$ cat config.mk
export PLATFORM = sky130hd
export DESIGN_NAME = tick_counter_with_alarms
export DESIGN_NICKNAME = d
export VERILOG_FILES = /design/src/tcwa_pkg.sv /design/src/tcwa_alarm_mem.sv /design/src/tcwa_seq.sv /design/src/tick_counter_with_alarms.sv
export VERILOG_INCLUDE_DIRS = /design/src /design/src/src
export SDC_FILE = /design/constraint.sdc
export NUM_CORES = 2
export LEC_CHECK = 0
export CAP_MARGIN = 10
export CORE_ASPECT_RATIO = 0.8
export CORE_UTILIZATION = 40
export CTS_CLUSTER_SIZE = 25
export DETAILED_ROUTE_END_ITERATION = 8
export DONT_BUFFER_PORTS = 1
export HOLD_SLACK_MARGIN = 0.15
export PLACE_DENSITY_LB_ADDON = 0.15
export SETUP_SLACK_MARGIN = 0.15
export SYNTH_ARGS = -nofsm -noshare
export SYNTH_HDL_FRONTEND = slang
export SYNTH_HIERARCHICAL = 1
export SYNTH_SLANG_ARGS = --single-unit
$ cat constraint.sdc
create_clock -name clk -period 9.7 [get_ports clk]
set_input_delay 0.485 -clock clk [delete_from_list [all_inputs] [get_ports clk]]
set_output_delay 0.485 -clock clk [all_outputs]
set_load 0.005 [all_outputs]
$ cat src/tick_counter_with_alarms_macros.svh
`ifndef TICK_COUNTER_WITH_ALARMS_MACROS_SVH
`define TICK_COUNTER_WITH_ALARMS_MACROS_SVH

// Checks that hold in the same cycle as the condition.
`define TCWA_ASSERT_NOW(label, cond, result, msg) \
    label: assert property (@(posedge clk) disable iff (!rst_n) (cond) |-> (result)) \
        else $error(msg);

// Checks that hold in the cycle after the condition.
`define TCWA_ASSERT_NEXT(label, cond, result, msg) \
    label: assert property (@(posedge clk) disable iff (!rst_n) (cond) |=> (result)) \
        else $error(msg);

`endif

$ cat src/tcwa_pkg.sv
`default_nettype none

package tcwa_pkg;

    localparam int DEF_NUM_ALARMS = 8;
    localparam int DEF_VALUE_BITS = 32;
    localparam int MAX_RESULTS    = 8;
    localparam int HW             = $clog2(MAX_RESULTS + 1);

    localparam logic [15:0] TPB_RESET = 16'd1;
    localparam logic [31:0] MAX_RESET = 32'd65535;

    localparam logic STATUS_OK  = 1'b0;
    localparam logic STATUS_ERR = 1'b1;

    typedef enum logic [2:0] {
        CMD_TICK    = 3'd0,
        CMD_ARM     = 3'd1,
        CMD_CANCEL  = 3'd2,
        CMD_READ    = 3'd3,
        CMD_ELAPSED = 3'd4
    } cmd_t;

    typedef enum logic [1:0] {
        KIND_ACK     = 2'd0,
        KIND_EXPIRED = 2'd1,
        KIND_VALUE   = 2'd2,
        KIND_ELAPSED = 2'd3
    } kind_t;

    typedef enum logic [0:0] {
        REG_TICKS_PER_BASE = 1'b0,
        REG_MAX_VALUE      = 1'b1
    } cfg_reg_t;

    typedef enum logic [1:0] {
        S_IDLE,
        S_SCAN,
        S_FLUSH
    } state_t;

    typedef struct packed {
        kind_t       kind;
        logic        status;
        logic [2:0]  alarm;
        logic [31:0] now;
        logic [31:0] elapsed;
        logic        last;
    } res_t;

    function automatic res_t make_res(kind_t kind, logic status, logic [2:0] alarm,
                                      logic [31:0] now, logic [31:0] elapsed,
                                      logic last);
        res_t r;
        r.kind    = kind;
        r.status  = status;
        r.alarm   = alarm;
        r.now     = now;
        r.elapsed = elapsed;
        r.last    = last;
        return r;
    endfunction

endpackage

`default_nettype wire

$ cat src/tcwa_alarm_mem.sv
`default_nettype none

module tcwa_alarm_mem #(
    parameter int DEPTH = 8,
    parameter int AW    = 3,
    parameter int DW    = 64
) (
    input  logic          clk,
    input  logic          we,
    input  logic [AW-1:0] waddr,
    input  logic [DW-1:0] wdata,
    input  logic          re,
    input  logic [AW-1:0] raddr,
    output logic [DW-1:0] rdata
);

    logic [DW-1:0] mem [DEPTH];
    logic [DW-1:0] rdata_reg;

    always_ff @(posedge clk)
    begin
        if (we)
        begin
            mem[waddr] <= wdata;
        end
    end

    always_ff @(posedge clk)
    begin
        if (re)
        begin
            rdata_reg <= mem[raddr];
        end
    end

    assign rdata = rdata_reg;

endmodule

`default_nettype wire

$ cat src/tcwa_seq.sv
`default_nettype none

module tcwa_seq #(
    parameter int NUM_ALARMS = 8,
    parameter int VALUE_BITS = 32,
    parameter int AW         = 3
) (
    input  logic                  clk,
    input  logic                  rst_n,
    input  logic                  start,
    output logic                  busy,
    input  logic [2:0]            cmd,
    input  logic [2:0]            alarm_index,
    input  logic [31:0]           expiry_value,
    input  logic [31:0]           cycle_value,
    input  logic [31:0]           previous_value,
    input  logic [15:0]           ticks_per_base,
    input  logic [VALUE_BITS-1:0] max_eff,
    output logic                  mem_we,
    output logic [AW-1:0]         mem_waddr,
    output logic [2*VALUE_BITS-1:0] mem_wdata,
    output logic                  mem_re,
    output logic [AW-1:0]         mem_raddr,
    input  logic [2*VALUE_BITS-1:0] mem_rdata,
    output logic                  strobe,
    output tcwa_pkg::res_t        res
);

    import tcwa_pkg::*;

    localparam int W  = VALUE_BITS;
    localparam int EW = (VALUE_BITS > 32 ? VALUE_BITS : 32) + 1;

    state_t            state_reg, state_next;
    logic [15:0]       prescale_reg, prescale_next;
    logic [W-1:0]      counter_reg, counter_next;
    logic [NUM_ALARMS-1:0] active_reg, active_next;
    logic [AW-1:0]     scan_reg, scan_next;
    logic [HW-1:0]     hits_reg, hits_next;
    logic              held_valid_reg, held_valid_next;
    logic [2:0]        held_idx_reg, held_idx_next;
    logic              strobe_reg, strobe_next;
    res_t              res_reg, res_next;

    logic              accept;
    logic [15:0]       tpb_eff;
    logic [16:0]       pre_inc;
    logic              base_step;
    logic [EW-1:0]     cnt_ext, mx_ext, exp_ext, cyc_ext, prev_ext, diff;
    logic [W-1:0]      cnt_inc;
    logic              idx_bad;
    logic [AW-1:0]     arm_idx;
    logic [W-1:0]      rd_next, rd_cyc, nx;
    logic [W:0]        sum, mx1;
    logic              hit, scan_last, scan_end;
    logic [AW+2:0]     scan_wide;
    logic [2:0]        scan_idx3;

    assign accept  = start && (state_reg == S_IDLE);
    assign busy    = (state_reg != S_IDLE);

    // A zero base count behaves as one tick per step.
    assign tpb_eff   = (ticks_per_base == 16'd0) ? 16'd1 : ticks_per_base;
    assign pre_inc   = {1'b0, prescale_reg} + 17'd1;
    assign base_step = pre_inc >= {1'b0, tpb_eff};

    assign cnt_ext  = EW'(counter_reg);
    assign mx_ext   = EW'(max_eff);
    assign exp_ext  = EW'(expiry_value);
    assign cyc_ext  = EW'(cycle_value);
    assign prev_ext = EW'(previous_value);
    assign cnt_inc  = (cnt_ext >= mx_ext) ? '0 : counter_reg + W'(1);
    assign diff     = (prev_ext > cnt_ext) ? cnt_ext + mx_ext + EW'(1) - prev_ext
                                           : cnt_ext - prev_ext;

    assign idx_bad = 32'(alarm_index) >= NUM_ALARMS;
    assign arm_idx = AW'(alarm_index);

    assign rd_next = mem_rdata[2*W-1:W];
    assign rd_cyc  = mem_rdata[W-1:0];
    assign sum     = {1'b0, rd_next} + {1'b0, rd_cyc};
    assign mx1     = {1'b0, max_eff} + (W+1)'(1);
    assign nx      = (sum > {1'b0, max_eff}) ? W'(sum - mx1) : sum[W-1:0];

    assign hit       = active_reg[scan_reg] && (rd_next == counter_reg);
    assign scan_last = (scan_reg == AW'(NUM_ALARMS - 1));
    assign scan_end  = scan_last || (hit && (hits_reg == HW'(MAX_RESULTS - 1)));
    assign scan_wide = (AW+3)'(scan_reg);
    assign scan_idx3 = scan_wide[2:0];

    always_comb
    begin
        state_next = state_reg;
        case (state_reg)
            S_IDLE:
            begin
                if (accept && (cmd == CMD_TICK) && base_step)
                begin
                    state_next = S_SCAN;
                end
            end
            S_SCAN:
            begin
                if (scan_end)
                begin
                    state_next = S_FLUSH;
                end
            end
            S_FLUSH:
            begin
                state_next = S_IDLE;
            end
            default:
            begin
                state_next = S_IDLE;
            end
        endcase
    end

    // Entry k is written back while entry k+1 is read, so the read-modify-write
    // of one slot never overlaps another access to the same slot.
    always_comb
    begin
        prescale_next   = prescale_reg;
        counter_next    = counter_reg;
        active_next     = active_reg;
        scan_next       = scan_reg;
        hits_next       = hits_reg;
        held_valid_next = held_valid_reg;
        held_idx_next   = held_idx_reg;
        strobe_next     = 1'b0;
        res_next        = res_reg;
        mem_we          = 1'b0;
        mem_waddr       = scan_reg;
        mem_wdata       = {nx, rd_cyc};
        mem_re          = 1'b0;
        mem_raddr       = scan_reg + AW'(1);
        case (state_reg)
            S_IDLE:
            begin
                if (accept)
                begin
                    strobe_next = 1'b1;
                    case (cmd)
                        CMD_TICK:
                        begin
                            if (base_step)
                            begin
                                strobe_next     = 1'b0;
                                prescale_next   = '0;
                                counter_next    = cnt_inc;
                                mem_re          = 1'b1;
                                mem_raddr       = '0;
                                scan_next       = '0;
                                hits_next       = '0;
                                held_valid_next = 1'b0;
                            end
                            else
                            begin
                                prescale_next = pre_inc[15:0];
                                res_next = make_res(KIND_ACK, STATUS_OK, 3'd0,
                                                    cnt_ext[31:0], 32'd0, 1'b1);
                            end
                        end
                        CMD_ARM:
                        begin
                            if (idx_bad || (exp_ext > mx_ext) || (cyc_ext > mx_ext))
                            begin
                                res_next = make_res(KIND_ACK, STATUS_ERR, 3'd0,
                                                    cnt_ext[31:0], 32'd0, 1'b1);
                            end
                            else
                            begin
                                active_next[arm_idx] = 1'b1;
                                mem_we    = 1'b1;
                                mem_waddr = arm_idx;
                                mem_wdata = {W'(expiry_value), W'(cycle_value)};
                                res_next = make_res(KIND_ACK, STATUS_OK, 3'd0,
                                                    cnt_ext[31:0], 32'd0, 1'b1);
                            end
                        end
                        CMD_CANCEL:
                        begin
                            if (idx_bad)
                            begin
                                res_next = make_res(KIND_ACK, STATUS_ERR, 3'd0,
                                                    cnt_ext[31:0], 32'd0, 1'b1);
                            end
                            else
                            begin
                                active_next[arm_idx] = 1'b0;
                                res_next = make_res(KIND_ACK, STATUS_OK, 3'd0,
                                                    cnt_ext[31:0], 32'd0, 1'b1);
                            end
                        end
                        CMD_READ:
                        begin
                            res_next = make_res(KIND_VALUE, STATUS_OK, 3'd0,
                                                cnt_ext[31:0], 32'd0, 1'b1);
                        end
                        CMD_ELAPSED:
                        begin
                            if (prev_ext > mx_ext)
                            begin
                                res_next = make_res(KIND_ELAPSED, STATUS_ERR, 3'd0,
                                                    cnt_ext[31:0], 32'd0, 1'b1);
                            end
                            else
                            begin
                                res_next = make_res(KIND_ELAPSED, STATUS_OK, 3'd0,
                                                    cnt_ext[31:0], diff[31:0], 1'b1);
                            end
                        end
                        default:
                        begin
                            res_next = make_res(KIND_ACK, STATUS_ERR, 3'd0,
                                                cnt_ext[31:0], 32'd0, 1'b1);
                        end
                    endcase
                end
            end
            S_SCAN:
            begin
                mem_re    = !scan_last;
                scan_next = scan_reg + AW'(1);
                if (hit)
                begin
                    if (rd_cyc == '0)
                    begin
                        active_next[scan_reg] = 1'b0;
                    end
                    else
                    begin
                        mem_we = 1'b1;
                    end
                    hits_next       = hits_reg + HW'(1);
                    held_valid_next = 1'b1;
                    held_idx_next   = scan_idx3;
                    // Each expiry is held back until the next one is found or the scan ends, so that
                    // the final one can be marked as last.
                    if (held_valid_reg)
                    begin
                        strobe_next = 1'b1;
                        res_next = make_res(KIND_EXPIRED, STATUS_OK, held_idx_reg,
                                            cnt_ext[31:0], 32'd0, 1'b0);
                    end
                end
            end
            S_FLUSH:
            begin
                strobe_next = 1'b1;
                if (held_valid_reg)
                begin
                    res_next = make_res(KIND_EXPIRED, STATUS_OK, held_idx_reg,
                                        cnt_ext[31:0], 32'd0, 1'b1);
                end
                else
                begin
                    res_next = make_res(KIND_ACK, STATUS_OK, 3'd0,
                                        cnt_ext[31:0], 32'd0, 1'b1);
                end
            end
            default:
            begin
            end
        endcase
    end

    always_ff @(posedge clk or negedge rst_n)
    begin
        if (!rst_n)
        begin
            state_reg      <= S_IDLE;
            prescale_reg   <= '0;
            counter_reg    <= '0;
            active_reg     <= '0;
            scan_reg       <= '0;
            hits_reg       <= '0;
            held_valid_reg <= 1'b0;
            strobe_reg     <= 1'b0;
        end
        else
        begin
            state_reg      <= state_next;
            prescale_reg   <= prescale_next;
            counter_reg    <= counter_next;
            active_reg     <= active_next;
            scan_reg       <= scan_next;
            hits_reg       <= hits_next;
            held_valid_reg <= held_valid_next;
            strobe_reg     <= strobe_next;
        end
    end

    always_ff @(posedge clk)
    begin
        held_idx_reg <= held_idx_next;
        res_reg      <= res_next;
    end

    assign strobe = strobe_reg;
    assign res    = res_reg;

endmodule

`default_nettype wire

$ cat src/tick_counter_with_alarms.sv
// Commands other than a tick, and a tick that does not step the counter, give one
// result in the cycle after acceptance and leave busy low, so one may follow every cycle.
// A tick that steps the counter scans the alarm memory one slot per cycle, ending early once
// eight alarms have expired; busy covers the scan and a flush and falls with the last result.
// Reset clears the counter, prescaler and active flags and loads 1 and 65535 into the
// registers; the alarm memory is not cleared and only armed slots can match.
`default_nettype none

`include "tick_counter_with_alarms_macros.svh"

module tick_counter_with_alarms #(
    parameter int NUM_ALARMS = tcwa_pkg::DEF_NUM_ALARMS,
    parameter int VALUE_BITS = tcwa_pkg::DEF_VALUE_BITS
) (
    input  logic        clk,
    input  logic        rst_n,
    input  logic        start,
    output logic        busy,
    input  logic [2:0]  cmd,
    input  logic [2:0]  alarm_index,
    input  logic [31:0] expiry_value,
    input  logic [31:0] cycle_value,
    input  logic [31:0] previous_value,
    output logic        strobe,
    output logic [1:0]  kind,
    output logic        status,
    output logic [2:0]  expired_alarm,
    output logic [31:0] counter_now,
    output logic [31:0] elapsed,
    output logic        last,
    input  logic        cfg_we,
    input  logic [0:0]  cfg_index,
    input  logic [31:0] cfg_data
);

    import tcwa_pkg::*;

    localparam int AW = (NUM_ALARMS > 1) ? $clog2(NUM_ALARMS) : 1;
    localparam int W  = VALUE_BITS;
    localparam int EW = (VALUE_BITS > 32 ? VALUE_BITS : 32) + 1;

    logic [15:0]     tpb_reg;
    logic [31:0]     max_reg;
    logic [EW-1:0]   max_ext, vmask_ext, eff_ext;
    logic [W-1:0]    max_eff;
    logic            mem_we, mem_re;
    logic [AW-1:0]   mem_waddr, mem_raddr;
    logic [2*W-1:0]  mem_wdata, mem_rdata;
    res_t            res;

    always_ff @(posedge clk or negedge rst_n)
    begin
        if (!rst_n)
        begin
            tpb_reg <= TPB_RESET;
            max_reg <= MAX_RESET;
        end
        else if (cfg_we)
        begin
            case (cfg_index)
                REG_TICKS_PER_BASE: tpb_reg <= cfg_data[15:0];
                REG_MAX_VALUE:      max_reg <= cfg_data;
                default:
                begin
                end
            endcase
        end
    end

    // The working maximum is the register limited to what the value width can hold.
    assign max_ext   = EW'(max_reg);
    assign vmask_ext = {EW{1'b1}} >> (EW - W);
    assign eff_ext   = (max_ext > vmask_ext) ? vmask_ext : max_ext;
    assign max_eff   = eff_ext[W-1:0];

    tcwa_alarm_mem #(
        .DEPTH (NUM_ALARMS),
        .AW    (AW),
        .DW    (2 * W)
    ) u_mem (
        .clk   (clk),
        .we    (mem_we),
        .waddr (mem_waddr),
        .wdata (mem_wdata),
        .re    (mem_re),
        .raddr (mem_raddr),
        .rdata (mem_rdata)
    );

    tcwa_seq #(
        .NUM_ALARMS (NUM_ALARMS),
        .VALUE_BITS (VALUE_BITS),
        .AW         (AW)
    ) u_seq (
        .clk            (clk),
        .rst_n          (rst_n),
        .start          (start),
        .busy           (busy),
        .cmd            (cmd),
        .alarm_index    (alarm_index),
        .expiry_value   (expiry_value),
        .cycle_value    (cycle_value),
        .previous_value (previous_value),
        .ticks_per_base (tpb_reg),
        .max_eff        (max_eff),
        .mem_we         (mem_we),
        .mem_waddr      (mem_waddr),
        .mem_wdata      (mem_wdata),
        .mem_re         (mem_re),
        .mem_raddr      (mem_raddr),
        .mem_rdata      (mem_rdata),
        .strobe         (strobe),
        .res            (res)
    );

    assign kind          = res.kind;
    assign status        = res.status;
    assign expired_alarm = res.alarm;
    assign counter_now   = res.now;
    assign elapsed       = res.elapsed;
    assign last          = res.last;

    `TCWA_ASSERT_NEXT(a_single_beat, start && !busy && (cmd != CMD_TICK), strobe && last, "command without a single final beat")
    `TCWA_ASSERT_NOW(a_last_idle, strobe && last, !busy, "final beat while still scanning")
    `TCWA_ASSERT_NOW(a_more_expired, strobe && !last, kind == KIND_EXPIRED, "non-final beat that is not an expiry")
    `TCWA_ASSERT_NOW(a_busy_by_tick, $rose(busy), $past(start && (cmd == CMD_TICK)), "scan without a tick")

endmodule

`default_nettype wire
======== Yosys cells after proc, flatten, opt, wreduce, memory -nomap -nowiden ========
Memories as Yosys holds them, arrays and structs flattened. A register that Yosys moved wholly into a read port is not among the register bits.
Index checks and enable logic that the tools add are counted.
cells by class
  $add $sub $neg .......................... 11
  magnitude comparators ................... 12
  equal/unequal tests ..................... 20
  multiplexer cells ....................... 74
  bitwise gates (word level) .............. 6
  reductions and logical operators ........ 27
operator list
  cell                   number
  $pmux 71 s5            1
  $mux 71                4
  $mux 64                4
  $pmux 71 s3            1
  $mux 69                2
  $gt 32x32->1           4
  $mux 32                4
  $add 32x1->32 const B  3
  $sub 32x32->32         3
  $mux 70                1
  $add 32x32->33         1
  $gt 33x32->1           1
  $mux 3                 11
  $add 32x32->32         1
  $eq 32x32->1           1
  $ge 32x32->1           1
  $gt 32x32->1 const B   1
  $logic_not 32->1       1
  $mux 16                2
  $mux 8                 4
  $pmux 8 s2             2
  $mux 1                 22
  $add 16x1->17 const B  1
  $ge 17x16->1           1
  other kinds (39)       73
word-level totals
  register bits after elaboration ......... 189
  bits in writable memories ............... 512
  input port bits ......................... 139
  word-level logic and storage cells ...... 168
  memories kept ........................... 1
memories
  memory     words  width  read ports  clocked after Yosys merged registers in  write ports  line                  source
  u_mem.mem  8      64     1           1                                        1            tcwa_alarm_mem.sv:17  logic [DW-1:0] mem [DEPTH];

======== Depth between registers and ports, before layout ========
  word-level depth ........................ 10
  mapped depth ............................ 23

======== By module ========
Netlist, hierarchy kept.
by module, submodules not included
  module                    times used  cells each  area each (sq um)  sequential area each (sq um)
  tcwa_alarm_mem            1           816         21,187.8           17,296.6
  tcwa_seq                  1           2,315       19,271.0           3,898.7
  tick_counter_with_alarms  1           103         1,844.3            1,222.4

======== Least setup slack after synthesis ========
OpenSTA, ideal clock, no wires.
  path type ............................... reg2reg
  start point ............................. register u_seq.prescale_reg[0]
  end point ............................... register u_seq.res_reg (netlist bit u_seq/res[0]) (enable)
  arrival time ............................ 8.175 ns
  required time ........................... 9.086 ns
  slack ................................... 0.911 ns
  cell stages (with the launch flop) ...... 16
  path buffers ............................ 1
  period minus slack after synthesis ...... 8.789 ns
  cells stage by stage .................... dfrtp_1 > ha_1 > nand3_1 > nor2_1 > and2_1 > nand2_1 > xnor2_1 > ha_1 > a21o_1 > a21o_1 > a221oi_1 > o21ai_0 > buf_2 > nand3_1 > nand2_1 > a221oi_1
on the way
  longest elaborated chain between the ends .. 4
RTL lines
  what                        line             source
  start: declaration          tcwa_seq.sv:35   logic [15:0] prescale_reg, prescale_next;
  start signal: assignment    tcwa_seq.sv:285  prescale_reg <= prescale_next;
  $add 16x1->17               tcwa_seq.sv:64   assign pre_inc = {1'b0, prescale_reg} + 17'd1;
  $ge 17x16->1                tcwa_seq.sv:65   assign base_step = pre_inc >= {1'b0, tpb_eff};
  $ne 3x3->1 (no line)        -
  $reduce_and 5->1 (no line)  -
  end signal: assignment      tcwa_seq.sv:298  res_reg <= res_next;
  end: declaration            tcwa_seq.sv:43   res_t res_reg, res_next;
Every way passes these cells.
A chain may end at the register's enable or synchronous reset.

======== Final worst setup path ========
  start point ............................. register u_mem.rdata_reg[0], in the netlist u_mem/rdata[0] (read register of u_mem.mem)
  end point ............................... memory u_mem.mem[4][50] (data pin)
on the way
  longest elaborated chain between the ends .. 7
RTL lines
  what                                            line                            source
  start: declaration                              tcwa_alarm_mem.sv:18            logic [DW-1:0] rdata_reg;
  $add 32x32->33 *                                tcwa_seq.sv:81                  assign sum = {1'b0, rd_next} + {1'b0, rd_cyc};
  $sub 32x32->32 or $gt 33x32->1 (tied branches)  tcwa_seq.sv:83                  assign nx = (sum > {1'b0, max_eff}) ? W'(sum - mx1) : sum[W-1:0];
  $mux 32 *                                       tcwa_seq.sv:83
  $mux 64                                         tcwa_seq.sv:167                 if (idx_bad || (exp_ext > mx_ext) || (cyc_ext > mx_ext))
  $mux 64                                         tcwa_seq.sv:144                 case (cmd)
  $mux 64                                         tcwa_seq.sv:141                 if (accept)
  $mux 64 *                                       tcwa_seq.sv:138                 case (state_reg)
  net mem_wdata[50]                               tick_counter_with_alarms.sv:48  logic [2*W-1:0] mem_wdata, mem_rdata;
  end: declaration                                tcwa_alarm_mem.sv:17
The timed path passes the listed nets; every way through them passes the cells marked *.

==> impl_metrics.json <==
{
  "outcome": "finished, final reports clean",
  "cap_violations": 0,
  "ys_ff_latch": 765,
  "grt-busiest-layer": "met2",
  "timing.hold.worst.start": "cmd[1]",
  "r2r_start": "u_mem/rdata[0]",
  "end_kind": "register",
  "postRouteAntennaNets": 0,
  "critPathMaxFanout": 45,
  "initial_core_util_pct": 40.4,
  "drtIter0Drc": 2367,
  "largest_register_ffs": 512,
  "cp.arrival_ns": 7.16,
  "power.density_cell_area_mw_per_mm2": 177,
  "reg2reg_depth": 23,
  "synth_nets": 3720,
  "fin_skew_ns": 0.0354,
  "dieArea_mm2": 0.107,
  "final.min_clock_period_ns": 6.79,
  "first_pass_iters": 5,
  "cp-endpoint": "u_mem/mem[4][50]",
  "max_slew_margin_pct": 21.2,
  "first_global_vias": 27300,
  "cts_buffers": 83,
  "yosys_most_used_dff": "edfxtp_1",
  "seq_area_mm2": 0.0224,
  "dp_hpwl_mm": 91.5,
  "tritoncts": "done",
  "cts_sinks": 765,
  "hold_viol": 0,
  "critical_path_required_ns": 10.06,
  "hold_path_class": "in -> reg",
  "setup_tns_ns": 0,
  "placed_area_mm2": 0.0440,
  "clk_pin_slew_ns": 0.06,
  "met2_usage_pct": 36.8,
  "setup_ws_ns": 2.91,
  "yosysSeqAreaShare_pct": 53.0,
  "die_h_um": 293,
  "final_layout_size_suffix_gt1_share_pct": 15.0,
  "core_mm2": 0.105,
  "syn_area_per_cell_um2": 13.1,
  "ioPinCount": 212,
  "overflow": 0,
  "rows": 106,
  "tightest_slew_ns": 1.18,
  "wire_per_inst_um": 26.7,
  "grt_util_met3_pct": 5.03,
  "synth_edf_count": 650,
  "globalRouteMet1Util_pct": 34.2,
  "grt_util_all_layers_pct": 23.9,
  "peakVddDrop_v": 0.000136,
  "cts_buffer_depth": 3,
  "syn_inst": 3234,
  "leakage_uw": 0.0178,
  "crit_start": "u_mem/rdata[0]",
  "die_w_um": 366,
  "fin_total_pwr_uw": 8410,
  "period_share_pct": 70.0,
  "cts_root_buf": "clkbuf_16",
  "grt_max_degree": 116,
  "final_cell_mix": "650 x edfxtp_1, 313 x ha_1, 212 x inv_1",
  "critPathKind": "reg -> reg",
  "finish.net_count": 3818,
  "place_congestion": 0.967,
  "r2r_slack_ns": 2.91,
  "timing.fmax_ghz": 0.147,
  "timing.final.max_slew_violations": 0,
  "final_area_mm2": 0.0475,
  "rsz0062_at_grt": "no",
  "syn_area_mm2": 0.0423,
  "worstSetupStartpointType": "register",
  "drc": 0,
  "cts_max_level": 3,
  "n_fill_cell": 9307,
  "synth_warnings": 6,
  "grt_pass1_wl_mm": 187,
  "antenna_found_initial": 8,
  "final_common_cell": "edfxtp_1",
  "routed_wl_mm": 128,
  "clock_latency_ns": 0.70,
  "setup_violations": 0,
  "synth_cell_types": 102,
  "cts_resized": 0,
  "multi_input_area_mm2": 0.0187,
  "timing.rr.end": "u_mem/mem[4][50]",
  "vias_per_cell": 5.77,
  "synthArstFlopShare_pct": 15.0,
  "holdBufCountCts": 71,
  "synthToLayoutAreaGrowth_pct": 12.3,
  "place_ws_ns": 3.05,
  "via_count": 27700,
  "port_buffers": 0,
  "hold_path_depth": 3,
  "cts_setup_buffers": 0
}
[how the worst min path moves through the flow]
stage / to / slack (ns)
6_report: u_seq/res[68] / 0.19
3_5_place_dp: tpb_reg[10] / 0.19
5_1_grt: u_mem/mem[0][8] / 0.18
2_1_floorplan: max_reg[16] / 0.19
3_3_place_gp: tpb_reg[10] / 0.19
4_1_cts: u_seq/res[68] / 0.15
[area by class of cell]
cell class	count	share of cell area, %
flip-flops and latches	765	47.2
multi-input cells	2156	39.3
clock buffers	97	4.48
well taps	1404	3.70
repair buffers	112	2.28
inverters	214	1.69
clock inverters	50	1.31
diodes	8	0.0421
[report_power, final]
part / total, µW / switching, µW / internal (µW)
registers: 3760 / 52.0 / 3710
logic: 1400 / 873 / 531
clock network: 3250 / 1370 / 1880
total: 8410 / 2290 / 6120
[critical path, cell delays in order (launching register included)]
cell and delay [ns]:
edfxtp_1 0.44, ha_1 0.26, fa_1 0.40, a21o_1 0.20, a221oi_2 0.39, a211oi_2 0.17, nor3_2 0.40, o21ai_0 0.17
a41o_1 0.26, nand2_1 0.08, mux2i_1 0.26, a21boi_0 0.23, ha_1 0.33, a21o_1 0.23, a21oi_1 0.14, o21bai_1 0.12
a221oi_1 0.33, a31oi_1 0.13, o21ai_0 0.42, o221ai_4 0.19, buf_4 0.34, nand3b_1 0.16, mux2i_1 0.08, a211oi_1 0.70
[cells in the mapped netlist, drive strengths merged (15+ instances only)]
| cell type | count | area share [%] |
|---|---|---|
| nand2 | 202 | 1.8 |
| mux2 | 147 | 4.0 |
| nand3 | 67 | 0.80 |
| nor2b | 36 | 0.53 |
| dfrtp | 98 | 5.8 |
| a31oi | 40 | 0.63 |
| o211ai | 15 | 0.27 |
| a21o | 75 | 1.3 |
| nand4 | 56 | 0.83 |
| nand2b | 26 | 0.38 |
| nor4 | 28 | 0.46 |
| o21ai | 131 | 1.6 |
| o21bai | 15 | 0.27 |
| mux2i | 19 | 0.45 |
| inv | 214 | 1.9 |
| fa | 34 | 1.6 |
| a21oi | 191 | 2.3 |
| mux4 | 128 | 6.8 |
| dfstp | 17 | 1.1 |
| ha | 313 | 9.3 |
| nor3 | 49 | 0.60 |
| edfxtp | 650 | 46 |
| nor2 | 169 | 1.5 |
| o21a | 29 | 0.51 |
| xor2 | 80 | 1.7 |
| clkbuf | 43 | 0.38 |
| xnor2 | 97 | 2.0 |
| and3 | 23 | 0.34 |
| buf | 56 | 0.86 |
| a211oi | 23 | 0.49 |
[metrics by stage]
stage | hold WS (ns) | instances | utilization [%]
global placement | 0.195 | 4579 | 42.0
global route | 0.180 | 4798 | 45.4
detailed placement | 0.193 | 4580 | 42.1
floorplan | 0.189 | 3234 | -
CTS | 0.151 | 4798 | 45.4
finish | 0.191 | 4806 | 45.4
[layer usage]
| layer | vias up | routed length, µm |
|---|---|---|
| li1 | 12500 | - |
| met1 | 14200 | 58100 |
| met2 | 924 | 57800 |
| met3 | 161 | 8980 |
| met4 | 10 | 3160 |
| met5 | - | 66 |
[kinds of logic (layout without fill, tap and decap cells)]
group           count (synthesis)  after routing  synth area share (%)
simple gates                  709            709                  8.22
xor+xnor                      177            177                  3.68
other cells                     0              8                     0
mux                           294            294                  11.3
flops                         765            765                  53.0
compound gates                629            629                  9.84
fa+ha+maj                     347            347                  10.9
buf+inv                       313            473                  3.14
No activity file was read; power rests on OpenSTA's default activity.
